### src/rdd_pkg.sv
// Shared types and constants for the rotary detent decoder.
package rdd_pkg;

  // Counter and timeout sizing
  localparam int unsigned COUNT_WIDTH_DEF = 16;
  localparam int unsigned DETENTS_W       = 16;
  localparam int unsigned QUIET_W         = 6;
  localparam int unsigned QUIET_TIMEOUT   = 40;
  localparam int unsigned THR_W           = 8;

  // Configuration port
  localparam int unsigned CFG_IDX_W  = 2;
  localparam int unsigned CFG_DATA_W = 8;

  localparam logic [CFG_IDX_W-1:0] REG_THRESHOLD_CW  = 2'd0;
  localparam logic [CFG_IDX_W-1:0] REG_THRESHOLD_CCW = 2'd1;
  localparam logic [CFG_IDX_W-1:0] REG_ENABLE_CW     = 2'd2;
  localparam logic [CFG_IDX_W-1:0] REG_ENABLE_CCW    = 2'd3;

  // Direction codes
  localparam logic [1:0] DIR_IDLE = 2'd0;
  localparam logic [1:0] DIR_CW   = 2'd1;
  localparam logic [1:0] DIR_CCW  = 2'd2;

  // Phase machine codes
  typedef enum logic [2:0] {
    PH_IDLE      = 3'd0,
    PH_CW_JUDGE  = 3'd1,
    PH_CCW_JUDGE = 3'd2,
    PH_CW_KEEP   = 3'd3,
    PH_CCW_KEEP  = 3'd4
  } phase_e;

  // Tracker state, without the detent count
  typedef struct packed {
    logic               last_a;
    logic               last_b;
    phase_e             phase;
    logic [1:0]         dir;
    logic [QUIET_W-1:0] quiet;
    logic               have;
  } track_t;

endpackage

### src/rdd_in_if.sv
// Input channel: one encoder sample per item.
interface rdd_in_if;
  logic valid;
  logic ready;
  logic line_a;
  logic line_b;

  modport source (output valid, output line_a, output line_b, input ready);
  modport sink   (input valid, input line_a, input line_b, output ready);
endinterface

### src/rdd_out_if.sv
// Output channel: decoder status per sample item.
interface rdd_out_if;
  logic        valid;
  logic        ready;
  logic [1:0]  direction;
  logic [15:0] detents;
  logic        fire_cw;
  logic        fire_ccw;
  logic        data_valid;

  modport source (output valid, output direction, output detents, output fire_cw,
                  output fire_ccw, output data_valid, input ready);
  modport sink   (input valid, input direction, input detents, input fire_cw,
                  input fire_ccw, input data_valid, output ready);
endinterface

### src/rotary_detent_decoder.sv
// Rotary detent decoder top level: sequencer, state, configuration and channels.
//
// Usage: each item on in_i is one sample tick of encoder lines A and B.
// For every accepted item exactly one status item leaves on out_o with the
// settled direction, the detent count, the one-item trigger pulses and the
// data-valid flag. Thresholds and trigger enables are written through the
// cfg_we_i / cfg_idx_i / cfg_data_i port; the user must write them only while
// the block is idle, which the block itself does not enforce.
// Sequence: the block takes one item at a time. Accepting an item registers the
// updated phase machine state; if a trigger could fire, the remainder of the
// count by the threshold then runs in a bit-serial unit, one count bit at a time.
// The result is then held on out_o until taken. in_i.ready is high only while
// no item is in progress; a stalled receiver holds the block with its result
// unchanged.
// Reset: all tracker state clears, thresholds go to 1 and enables to 0;
// the block is ready straight out of reset.
module rotary_detent_decoder import rdd_pkg::*; #(
  parameter int unsigned COUNT_WIDTH = COUNT_WIDTH_DEF
) (
  input  logic                  clk_i,
  input  logic                  rst_ni,
  rdd_in_if.sink                in_i,
  rdd_out_if.source             out_o,
  input  logic                  cfg_we_i,
  input  logic [CFG_IDX_W-1:0]  cfg_idx_i,
  input  logic [CFG_DATA_W-1:0] cfg_data_i
);

  typedef enum logic [1:0] {
    S_IDLE,
    S_MOD,
    S_OUT
  } seq_e;

  seq_e                   state_q;
  track_t                 trk_q, trk_d;
  logic [COUNT_WIDTH-1:0] count_q, count_d;
  logic                   fire_cw_q;
  logic                   fire_ccw_q;

  logic [THR_W-1:0] thr_cw_q, thr_ccw_q;
  logic             en_cw_q, en_ccw_q;

  logic             accept;
  logic             check;
  logic [THR_W-1:0] thr_sel;
  logic             mod_done;
  logic             mod_rem_zero;

  // Configuration registers
  always_ff @(posedge clk_i or negedge rst_ni) begin
    if (!rst_ni) begin
      thr_cw_q  <= THR_W'(1);
      thr_ccw_q <= THR_W'(1);
      en_cw_q   <= 1'b0;
      en_ccw_q  <= 1'b0;
    end else if (cfg_we_i) begin
      case (cfg_idx_i)
        REG_THRESHOLD_CW:  thr_cw_q  <= cfg_data_i[THR_W-1:0];
        REG_THRESHOLD_CCW: thr_ccw_q <= cfg_data_i[THR_W-1:0];
        REG_ENABLE_CW:     en_cw_q   <= cfg_data_i[0];
        REG_ENABLE_CCW:    en_ccw_q  <= cfg_data_i[0];
        default: ;
      endcase
    end
  end

  rdd_phase #(
    .COUNT_WIDTH(COUNT_WIDTH)
  ) u_phase (
    .cur_i    (trk_q),
    .count_i  (count_q),
    .line_a_i (in_i.line_a),
    .line_b_i (in_i.line_b),
    .nxt_o    (trk_d),
    .count_o  (count_d)
  );

  // Trigger check needed: enabled direction, nonzero threshold, nonzero count
  always_comb begin
    thr_sel = (trk_d.dir == DIR_CW) ? thr_cw_q : thr_ccw_q;
    check   = 1'b0;
    if (trk_d.have && (count_d != '0)) begin
      if (trk_d.dir == DIR_CW) begin
        check = en_cw_q && (thr_cw_q != '0);
      end else if (trk_d.dir == DIR_CCW) begin
        check = en_ccw_q && (thr_ccw_q != '0);
      end
    end
  end

  assign accept = in_i.valid && in_i.ready;

  rdd_mod_unit #(
    .COUNT_WIDTH(COUNT_WIDTH)
  ) u_mod (
    .clk_i      (clk_i),
    .rst_ni     (rst_ni),
    .start_i    (accept && check),
    .dividend_i (count_d),
    .divisor_i  (thr_sel),
    .done_o     (mod_done),
    .rem_zero_o (mod_rem_zero)
  );

  // Sequencer with tracker state and registered outputs
  always_ff @(posedge clk_i or negedge rst_ni) begin
    if (!rst_ni) begin
      state_q    <= S_IDLE;
      trk_q      <= '{last_a: 1'b0, last_b: 1'b0, phase: PH_IDLE, dir: DIR_IDLE,
                      quiet: '0, have: 1'b0};
      count_q    <= '0;
      fire_cw_q  <= 1'b0;
      fire_ccw_q <= 1'b0;
    end else begin
      case (state_q)
        S_IDLE: begin
          if (accept) begin
            trk_q      <= trk_d;
            count_q    <= count_d;
            fire_cw_q  <= 1'b0;
            fire_ccw_q <= 1'b0;
            state_q    <= check ? S_MOD : S_OUT;
          end
        end
        S_MOD: begin
          if (mod_done) begin
            if (mod_rem_zero) begin
              fire_cw_q  <= (trk_q.dir == DIR_CW);
              fire_ccw_q <= (trk_q.dir == DIR_CCW);
              count_q    <= '0;
            end
            state_q <= S_OUT;
          end
        end
        S_OUT: begin
          if (out_o.ready) state_q <= S_IDLE;
        end
        default: state_q <= S_IDLE;
      endcase
    end
  end

  assign in_i.ready       = (state_q == S_IDLE);
  assign out_o.valid      = (state_q == S_OUT);
  assign out_o.direction  = trk_q.dir;
  assign out_o.fire_cw    = fire_cw_q;
  assign out_o.fire_ccw   = fire_ccw_q;
  assign out_o.data_valid = trk_q.have;

  // Report the low bits of the count, zero-extended for narrow counters
  if (COUNT_WIDTH >= DETENTS_W) begin : g_det_trunc
    assign out_o.detents = count_q[DETENTS_W-1:0];
  end else begin : g_det_ext
    assign out_o.detents = {{(DETENTS_W - COUNT_WIDTH){1'b0}}, count_q};
  end

endmodule

### src/rdd_phase.sv
// Next-state logic of the quadrature phase machine, quiet timer and detent count.
module rdd_phase import rdd_pkg::*; #(
  parameter int unsigned COUNT_WIDTH = COUNT_WIDTH_DEF
) (
  input  track_t                 cur_i,
  input  logic [COUNT_WIDTH-1:0] count_i,
  input  logic                   line_a_i,
  input  logic                   line_b_i,
  output track_t                 nxt_o,
  output logic [COUNT_WIDTH-1:0] count_o
);

  logic               rise_a;
  logic               rise_b;
  logic               both_low;
  logic               consult;
  logic               expire;
  logic [QUIET_W-1:0] q_inc;

  assign rise_a   = !cur_i.last_a && line_a_i;
  assign rise_b   = !cur_i.last_b && line_b_i;
  assign both_low = !line_a_i && !line_b_i;
  assign q_inc    = cur_i.quiet + QUIET_W'(1);

  // Quiet timer is only looked at in a keep phase or while a direction is settled
  always_comb begin
    case (cur_i.phase)
      PH_IDLE, PH_CW_JUDGE, PH_CCW_JUDGE: consult = (cur_i.dir != DIR_IDLE);
      PH_CW_KEEP, PH_CCW_KEEP:            consult = 1'b1;
      default:                            consult = 1'b0;
    endcase
  end

  assign expire = consult && both_low && (q_inc >= QUIET_W'(QUIET_TIMEOUT));

  always_comb begin
    nxt_o        = cur_i;
    count_o      = count_i;
    nxt_o.last_a = line_a_i;
    nxt_o.last_b = line_b_i;

    if (consult && both_low) begin
      nxt_o.quiet = expire ? '0 : q_inc;
    end

    // Timeout clears direction, count and data flag
    if (expire) begin
      nxt_o.dir   = DIR_IDLE;
      nxt_o.phase = PH_IDLE;
      nxt_o.have  = 1'b0;
      count_o     = '0;
    end

    // Edge checks still run after a timeout in idle or judge
    case (cur_i.phase)
      PH_IDLE: begin
        if (rise_a) begin
          nxt_o.phase = PH_CW_JUDGE;
        end else if (rise_b) begin
          nxt_o.phase = PH_CCW_JUDGE;
        end
      end
      PH_CW_JUDGE: begin
        if (rise_b) nxt_o.phase = PH_CW_KEEP;
      end
      PH_CCW_JUDGE: begin
        if (rise_a) nxt_o.phase = PH_CCW_KEEP;
      end
      PH_CW_KEEP, PH_CCW_KEEP: begin
        if (!expire) begin
          if (!(&count_i)) count_o = count_i + COUNT_WIDTH'(1);
          nxt_o.dir   = (cur_i.phase == PH_CW_KEEP) ? DIR_CW : DIR_CCW;
          nxt_o.phase = PH_IDLE;
        end
      end
      default: nxt_o.phase = PH_IDLE;
    endcase

    if (nxt_o.dir != DIR_IDLE) nxt_o.have = 1'b1;
  end

endmodule

### src/rdd_mod_unit.sv
// Bit-serial restoring remainder: count mod threshold, one dividend bit per cycle.
module rdd_mod_unit import rdd_pkg::*; #(
  parameter int unsigned COUNT_WIDTH = COUNT_WIDTH_DEF
) (
  input  logic                   clk_i,
  input  logic                   rst_ni,
  input  logic                   start_i,
  input  logic [COUNT_WIDTH-1:0] dividend_i,
  input  logic [THR_W-1:0]       divisor_i,
  output logic                   done_o,
  output logic                   rem_zero_o
);

  localparam int unsigned CNT_W = $clog2(COUNT_WIDTH + 1);

  logic [COUNT_WIDTH-1:0] dvd_q;
  logic [THR_W-1:0]       div_q;
  logic [THR_W-1:0]       rem_q, rem_d;
  logic [CNT_W-1:0]       cnt_q;
  logic                   busy_q;
  logic                   done_q;
  logic [THR_W:0]         trial;

  // One restoring step: shift in the next bit, subtract if it fits
  always_comb begin
    trial = {rem_q, dvd_q[COUNT_WIDTH-1]};
    if (trial >= {1'b0, div_q}) begin
      trial = trial - {1'b0, div_q};
    end
    rem_d = trial[THR_W-1:0];
  end

  always_ff @(posedge clk_i or negedge rst_ni) begin
    if (!rst_ni) begin
      busy_q <= 1'b0;
      done_q <= 1'b0;
      cnt_q  <= '0;
    end else begin
      done_q <= 1'b0;
      if (start_i) begin
        busy_q <= 1'b1;
        cnt_q  <= CNT_W'(COUNT_WIDTH);
      end else if (busy_q) begin
        cnt_q <= cnt_q - CNT_W'(1);
        if (cnt_q == CNT_W'(1)) begin
          busy_q <= 1'b0;
          done_q <= 1'b1;
        end
      end
    end
  end

  // Datapath registers
  always_ff @(posedge clk_i) begin
    if (start_i) begin
      dvd_q <= dividend_i;
      div_q <= divisor_i;
      rem_q <= '0;
    end else if (busy_q) begin
      dvd_q <= dvd_q << 1;
      rem_q <= rem_d;
    end
  end

  assign done_o     = done_q;
  assign rem_zero_o = (rem_q == '0);

endmodule

### src/flat_wrapper.sv
// flat-port wrapper written by rule: the top's interface ports become plain ports
module rotary_detent_decoder_flat import rdd_pkg::*;
#(
  parameter int unsigned COUNT_WIDTH = COUNT_WIDTH_DEF
)
  (clk_i, rst_ni, cfg_we_i, cfg_idx_i, cfg_data_i, in_i_valid, in_i_line_a, in_i_line_b, in_i_ready, out_o_valid, out_o_direction, out_o_detents, out_o_fire_cw, out_o_fire_ccw, out_o_data_valid, out_o_ready);
  rdd_in_if in_i_i ();
  rdd_out_if out_o_i ();
  input  logic clk_i;
  input  logic rst_ni;
  input  logic cfg_we_i;
  input  logic [CFG_IDX_W-1:0] cfg_idx_i;
  input  logic [CFG_DATA_W-1:0] cfg_data_i;
  input wire logic [$bits(in_i_i.valid)-1:0] in_i_valid;
  input wire logic [$bits(in_i_i.line_a)-1:0] in_i_line_a;
  input wire logic [$bits(in_i_i.line_b)-1:0] in_i_line_b;
  output wire logic [$bits(in_i_i.ready)-1:0] in_i_ready;
  output wire logic [$bits(out_o_i.valid)-1:0] out_o_valid;
  output wire logic [$bits(out_o_i.direction)-1:0] out_o_direction;
  output wire logic [$bits(out_o_i.detents)-1:0] out_o_detents;
  output wire logic [$bits(out_o_i.fire_cw)-1:0] out_o_fire_cw;
  output wire logic [$bits(out_o_i.fire_ccw)-1:0] out_o_fire_ccw;
  output wire logic [$bits(out_o_i.data_valid)-1:0] out_o_data_valid;
  input wire logic [$bits(out_o_i.ready)-1:0] out_o_ready;
  assign in_i_i.valid = in_i_valid;
  assign in_i_i.line_a = in_i_line_a;
  assign in_i_i.line_b = in_i_line_b;
  assign in_i_ready = in_i_i.ready;
  assign out_o_valid = out_o_i.valid;
  assign out_o_direction = out_o_i.direction;
  assign out_o_detents = out_o_i.detents;
  assign out_o_fire_cw = out_o_i.fire_cw;
  assign out_o_fire_ccw = out_o_i.fire_ccw;
  assign out_o_data_valid = out_o_i.data_valid;
  assign out_o_i.ready = out_o_ready;
  rotary_detent_decoder #(.COUNT_WIDTH(COUNT_WIDTH)) u_core (.clk_i(clk_i), .rst_ni(rst_ni), .in_i(in_i_i), .out_o(out_o_i), .cfg_we_i(cfg_we_i), .cfg_idx_i(cfg_idx_i), .cfg_data_i(cfg_data_i));
endmodule
### config.mk
export PLATFORM = sky130hd
export DESIGN_NAME = rotary_detent_decoder_flat
export DESIGN_NICKNAME = d
export VERILOG_FILES = /design/src/rdd_pkg.sv /design/src/rdd_in_if.sv /design/src/rdd_out_if.sv /design/src/rotary_detent_decoder.sv /design/src/rdd_phase.sv /design/src/rdd_mod_unit.sv /design/src/flat_wrapper.sv
export SDC_FILE = /design/constraint.sdc
export NUM_CORES = 1
export LEC_CHECK = 0
export ABC_AREA = 0
export BUFFER_PORTS_ARGS = -buffer_cell sky130_fd_sc_hd__buf_2
export CORE_UTILIZATION = 50
export CTS_CLUSTER_SIZE = 14
export DETAILED_ROUTE_END_ITERATION = 10
export HOLD_SLACK_MARGIN = 0.15
export PLACE_DENSITY_LB_ADDON = 0.1
export SETUP_SLACK_MARGIN = 0.3
export SYNTH_ARGS = -nofsm -noshare
export SYNTH_HDL_FRONTEND = slang
export SYNTH_HIERARCHICAL = 1
export SYNTH_SLANG_ARGS = --single-unit
### constraint.sdc
create_clock -name clk_i -period 7.76 [get_ports clk_i]
set_clock_uncertainty 0.2 [all_clocks]
set_input_delay 1.552 -clock clk_i [delete_from_list [all_inputs] [get_ports clk_i]]
set_output_delay 1.552 -clock clk_i [all_outputs]
set_load 0.03 [all_outputs]
==> results.json <==
{
  "cap_violations": 0,
  "yosysSeqAreaShare_pct": 45.63,
  "grt.overflow.total": 0,
  "synth_seq_cells": 91,
  "gp_congestion": 0.8858,
  "wire_per_inst_um": 15.90,
  "pwr-share-clk_pct": 16.6,
  "h-tree-depth": 3,
  "viasPerCell": 5.773,
  "path_delay_family": "simple AND/OR/NAND/NOR gates",
  "cp_slowest_cell": "or4_1",
  "coreArea_um2": 9910,
  "num_antenna_cells": 0,
  "worst-endpoint-required_ps": 7510,
  "r2r-start": "u_core/trk_q[10]$_DFFE_PN0P_",
  "yosysWarnings": 6,
  "synth_top_area_cell": "dfrtp_1",
  "grt_pass1_vias": 3681,
  "syn_nets": 541,
  "drv_slew": 0,
  "synth_edf_count": 24,
  "hold_depth": 2,
  "yosysTopAreaCellShare_pct": 27.58,
  "syn_inst": 510,
  "cellInternalPower_mw": 1.175,
  "area.growth.synth_to_final_pct": 8.396,
  "crit_chain": "buf_2 -> or4_1 -> nor3_2 -> buf_4 -> a21oi_1 -> nand2b_1 -> inv_1 -> a31oi_1 -> nor3_2 -> inv_1 -> nand2_1",
  "antenna_found_initial": 0,
  "cts_resized": 0,
  "dp_hpwl_mm": 7.638,
  "num-fill-cells": 891,
  "netlist_area_um2": 5171,
  "use_met2_pct": 31.93,
  "fmax_mhz": 214.0,
  "ys_top_cells_by_area": "dfrtp_1, edfxtp_1, mux2_2",
  "ff2ff_setup_slack_ps": 3600,
  "p_sw_share_pct": 39.07,
  "clk_latency_ps": 350,
  "crit_type": "in2reg",
  "fin_nets": 568,
  "clockRootBuffer": "clkbuf_8",
  "async_flop_share_pct": 64.84,
  "clkTransAtPathRegs_ps": 90,
  "rsz0062_at_grt": "false",
  "start_util_pct": 52.18,
  "die_area_um2": 10750,
  "yosysUniqueCellTypes": 71,
  "cp-end-kind": "flip-flop",
  "drt_iter0_drc": 248,
  "layout.cells.most_common_list": "nand2_1, dfrtp_1, mux2_2",
  "start_kind": "primary input",
  "min_period_ps": 4672,
  "slew_headroom_pct": 33.04,
  "hold_class": "reg2reg",
  "hold_viol": 0,
  "chipHeight_um": 103.7,
  "drc_errors": 0,
  "period_share_pct": 60.20,
  "pwr-share-seq_pct": 41.9,
  "num_io_pins": 40,
  "use_met3_pct": 4.028,
  "reg2reg_depth": 11,
  "tightest_slew_ps": 1004,
  "r2r_end": "u_core/u_mod/dvd_q[5]$_DFFE_PP_",
  "port_buffers": 39,
  "fp.dieW_um": 103.7,
  "clock-sinks": 91,
  "ys.flop_type": "dfrtp_1",
  "path_buf_inv": 4,
  "cts_hold_buf": 0,
  "gr-usage-all-layers_pct": 20.80,
  "drtAntennaViolNets": 0,
  "worstPathMaxFanout": 23,
  "finalSetupTns_ps": 0,
  "layout_commonest_cell": "nand2_1",
  "clock_path_buffers": 2,
  "fin_ws_ps": 3088,
  "ir_drop_uv": 133.2,
  "cts_tree": "yes",
  "cts_buffers": 9,
  "dp_slack_ps": 2728,
  "vias": 3897,
  "busiest_layer": "met2",
  "grt_pass1_wl_mm": 18.16,
  "leakage_nw": 2.329,
  "met1_usage_pct": 30.16,
  "power_density_nw_per_um2": 344.1,
  "status": "finished clean",
  "num_rows": 36,
  "worstHoldStart": "u_core/out_o.fire_cw$_DFFE_PN0P_",
  "first_pass_iters": 4,
  "finalSetupViolCount": 0,
  "crit_arrival_ps": 4420,
  "grt_max_degree": 60,
  "postCtsSetupBuffers": 0,
  "cpPeakStageDelay_ps": 640,
  "p_sw_mw": 0.7535,
  "routed_wl_mm": 10.73,
  "min_to": "u_core/out_o.fire_cw$_DFFE_PN0P_",
  "combPwrFrac_pct": 41.5,
  "avgSynthCellArea_um2": 10.14,
  "whs_ps": 283.7,
  "final_layout_size_suffix_gt1_share_pct": 22.69
}
metal layers:
metal	up-vias	part of all wire (%)
met5	-	0
met4	0	0.92
met3	11	3.7
met2	72	45
met1	1900	50
li1	1914	-
worst max-delay path by stage:
stage                start                             endpoint  slack (ps)  depth (start not counted)
4_1_cts        in_i_line_b      u_core/u_mod/dvd_q[5]$_DFFE_PP_        3110                         11
3_3_place_gp   in_i_line_b     u_core/u_mod/dvd_q[14]$_DFFE_PP_        2870                         11
6_report       in_i_line_b      u_core/u_mod/dvd_q[5]$_DFFE_PP_        3090                         11
3_5_place_dp   in_i_line_b     u_core/u_mod/dvd_q[11]$_DFFE_PP_        2730                         11
5_1_grt        in_i_line_b      u_core/u_mod/dvd_q[5]$_DFFE_PP_        2790                         11
2_1_floorplan  in_i_line_b  u_core/u_mod/dvd_q[0]$_SDFFCE_PN0P_        2520                         12
cell type report:
type | count | area (um^2) | share of cell area [%]
tap | 133 | 166.4 | 2.969
timing repair buffer | 42 | 217.7 | 3.884
sequential | 91 | 2360 | 42.10
multi-input combinational | 367 | 2569 | 45.83
clock inverter | 6 | 67.56 | 1.205
inverter | 26 | 97.59 | 1.741
clock buffer | 10 | 127.6 | 2.277
cell families after synthesis:
logic type | Yosys count | share of synthesized area (%)
AO/OA/AOI/OAI | 90 | 11.40
XOR/XNOR | 22 | 3.726
adder cells (fa/ha/maj) | 14 | 3.533
AND/OR/NAND/NOR | 187 | 18.85
buffers and inverters | 52 | 4.791
flip-flops | 91 | 45.63
multiplexers | 54 | 12.07
cell usage after synthesis (all sizes together), types with 9 or more instances:
cell / count
edfxtp: 24
xor2: 9
nand3: 19
dfrtp: 57
buf: 20
inv: 25
mux2: 52
nand2: 60
xnor2: 13
nor3: 9
o21ai: 38
nor4: 13
ha: 13
nor2: 34
a21oi: 10
power by group through the flow:
stage	Clock (mW)	Combinational [mW]	Sequential [mW]
after floorplan	0	0.670	0.770
after global placement	0	0.771	0.813
after detailed placement	0	0.796	0.814
after CTS	0.329	0.801	0.806
after global routing	0.354	0.889	0.830
final	0.321	0.800	0.808
flip-flops by register name, indices dropped and copies added (netlist names):
signal,count
u_core/u_mod/busy_q,1
u_core/out_o.fire_ccw,1
u_core/en_ccw_q,1
u_core/u_mod/div_q,8
u_core/out_o.fire_cw,1
u_core/out_o.detents,16
u_core/state_q,2
u_core/out_o.data_valid,1
u_core/u_mod/dvd_q,16
u_core/en_cw_q,1
u_core/thr_cw_q,8
u_core/u_mod/rem_q,8
u_core/out_o.direction,2
u_core/u_mod/cnt_q,5
u_core/thr_ccw_q,8
u_core/u_mod/done_o,1
u_core/trk_q,11
worst reg2reg max path: cells and delay by family (launching register included):
family / cells / cell delay (ps)
AND/OR/NAND/NOR: 6 / 1540
AO/OA/AOI/OAI: 2 / 970
buffers and inverters: 3 / 530
flip-flops: 1 / 520
per-stage QoR:
step	util, %	power, mW	std cells	instance area (um^2)
global route	56.57	2.073	675	5605
CTS	56.57	1.936	675	5605
finish	56.57	1.929	675	5605
detailed placement	54.60	1.610	659	5410
floorplan	-	1.440	510	5171
global placement	54.60	1.584	659	5410
No activity file was read; power rests on OpenSTA's default activity.
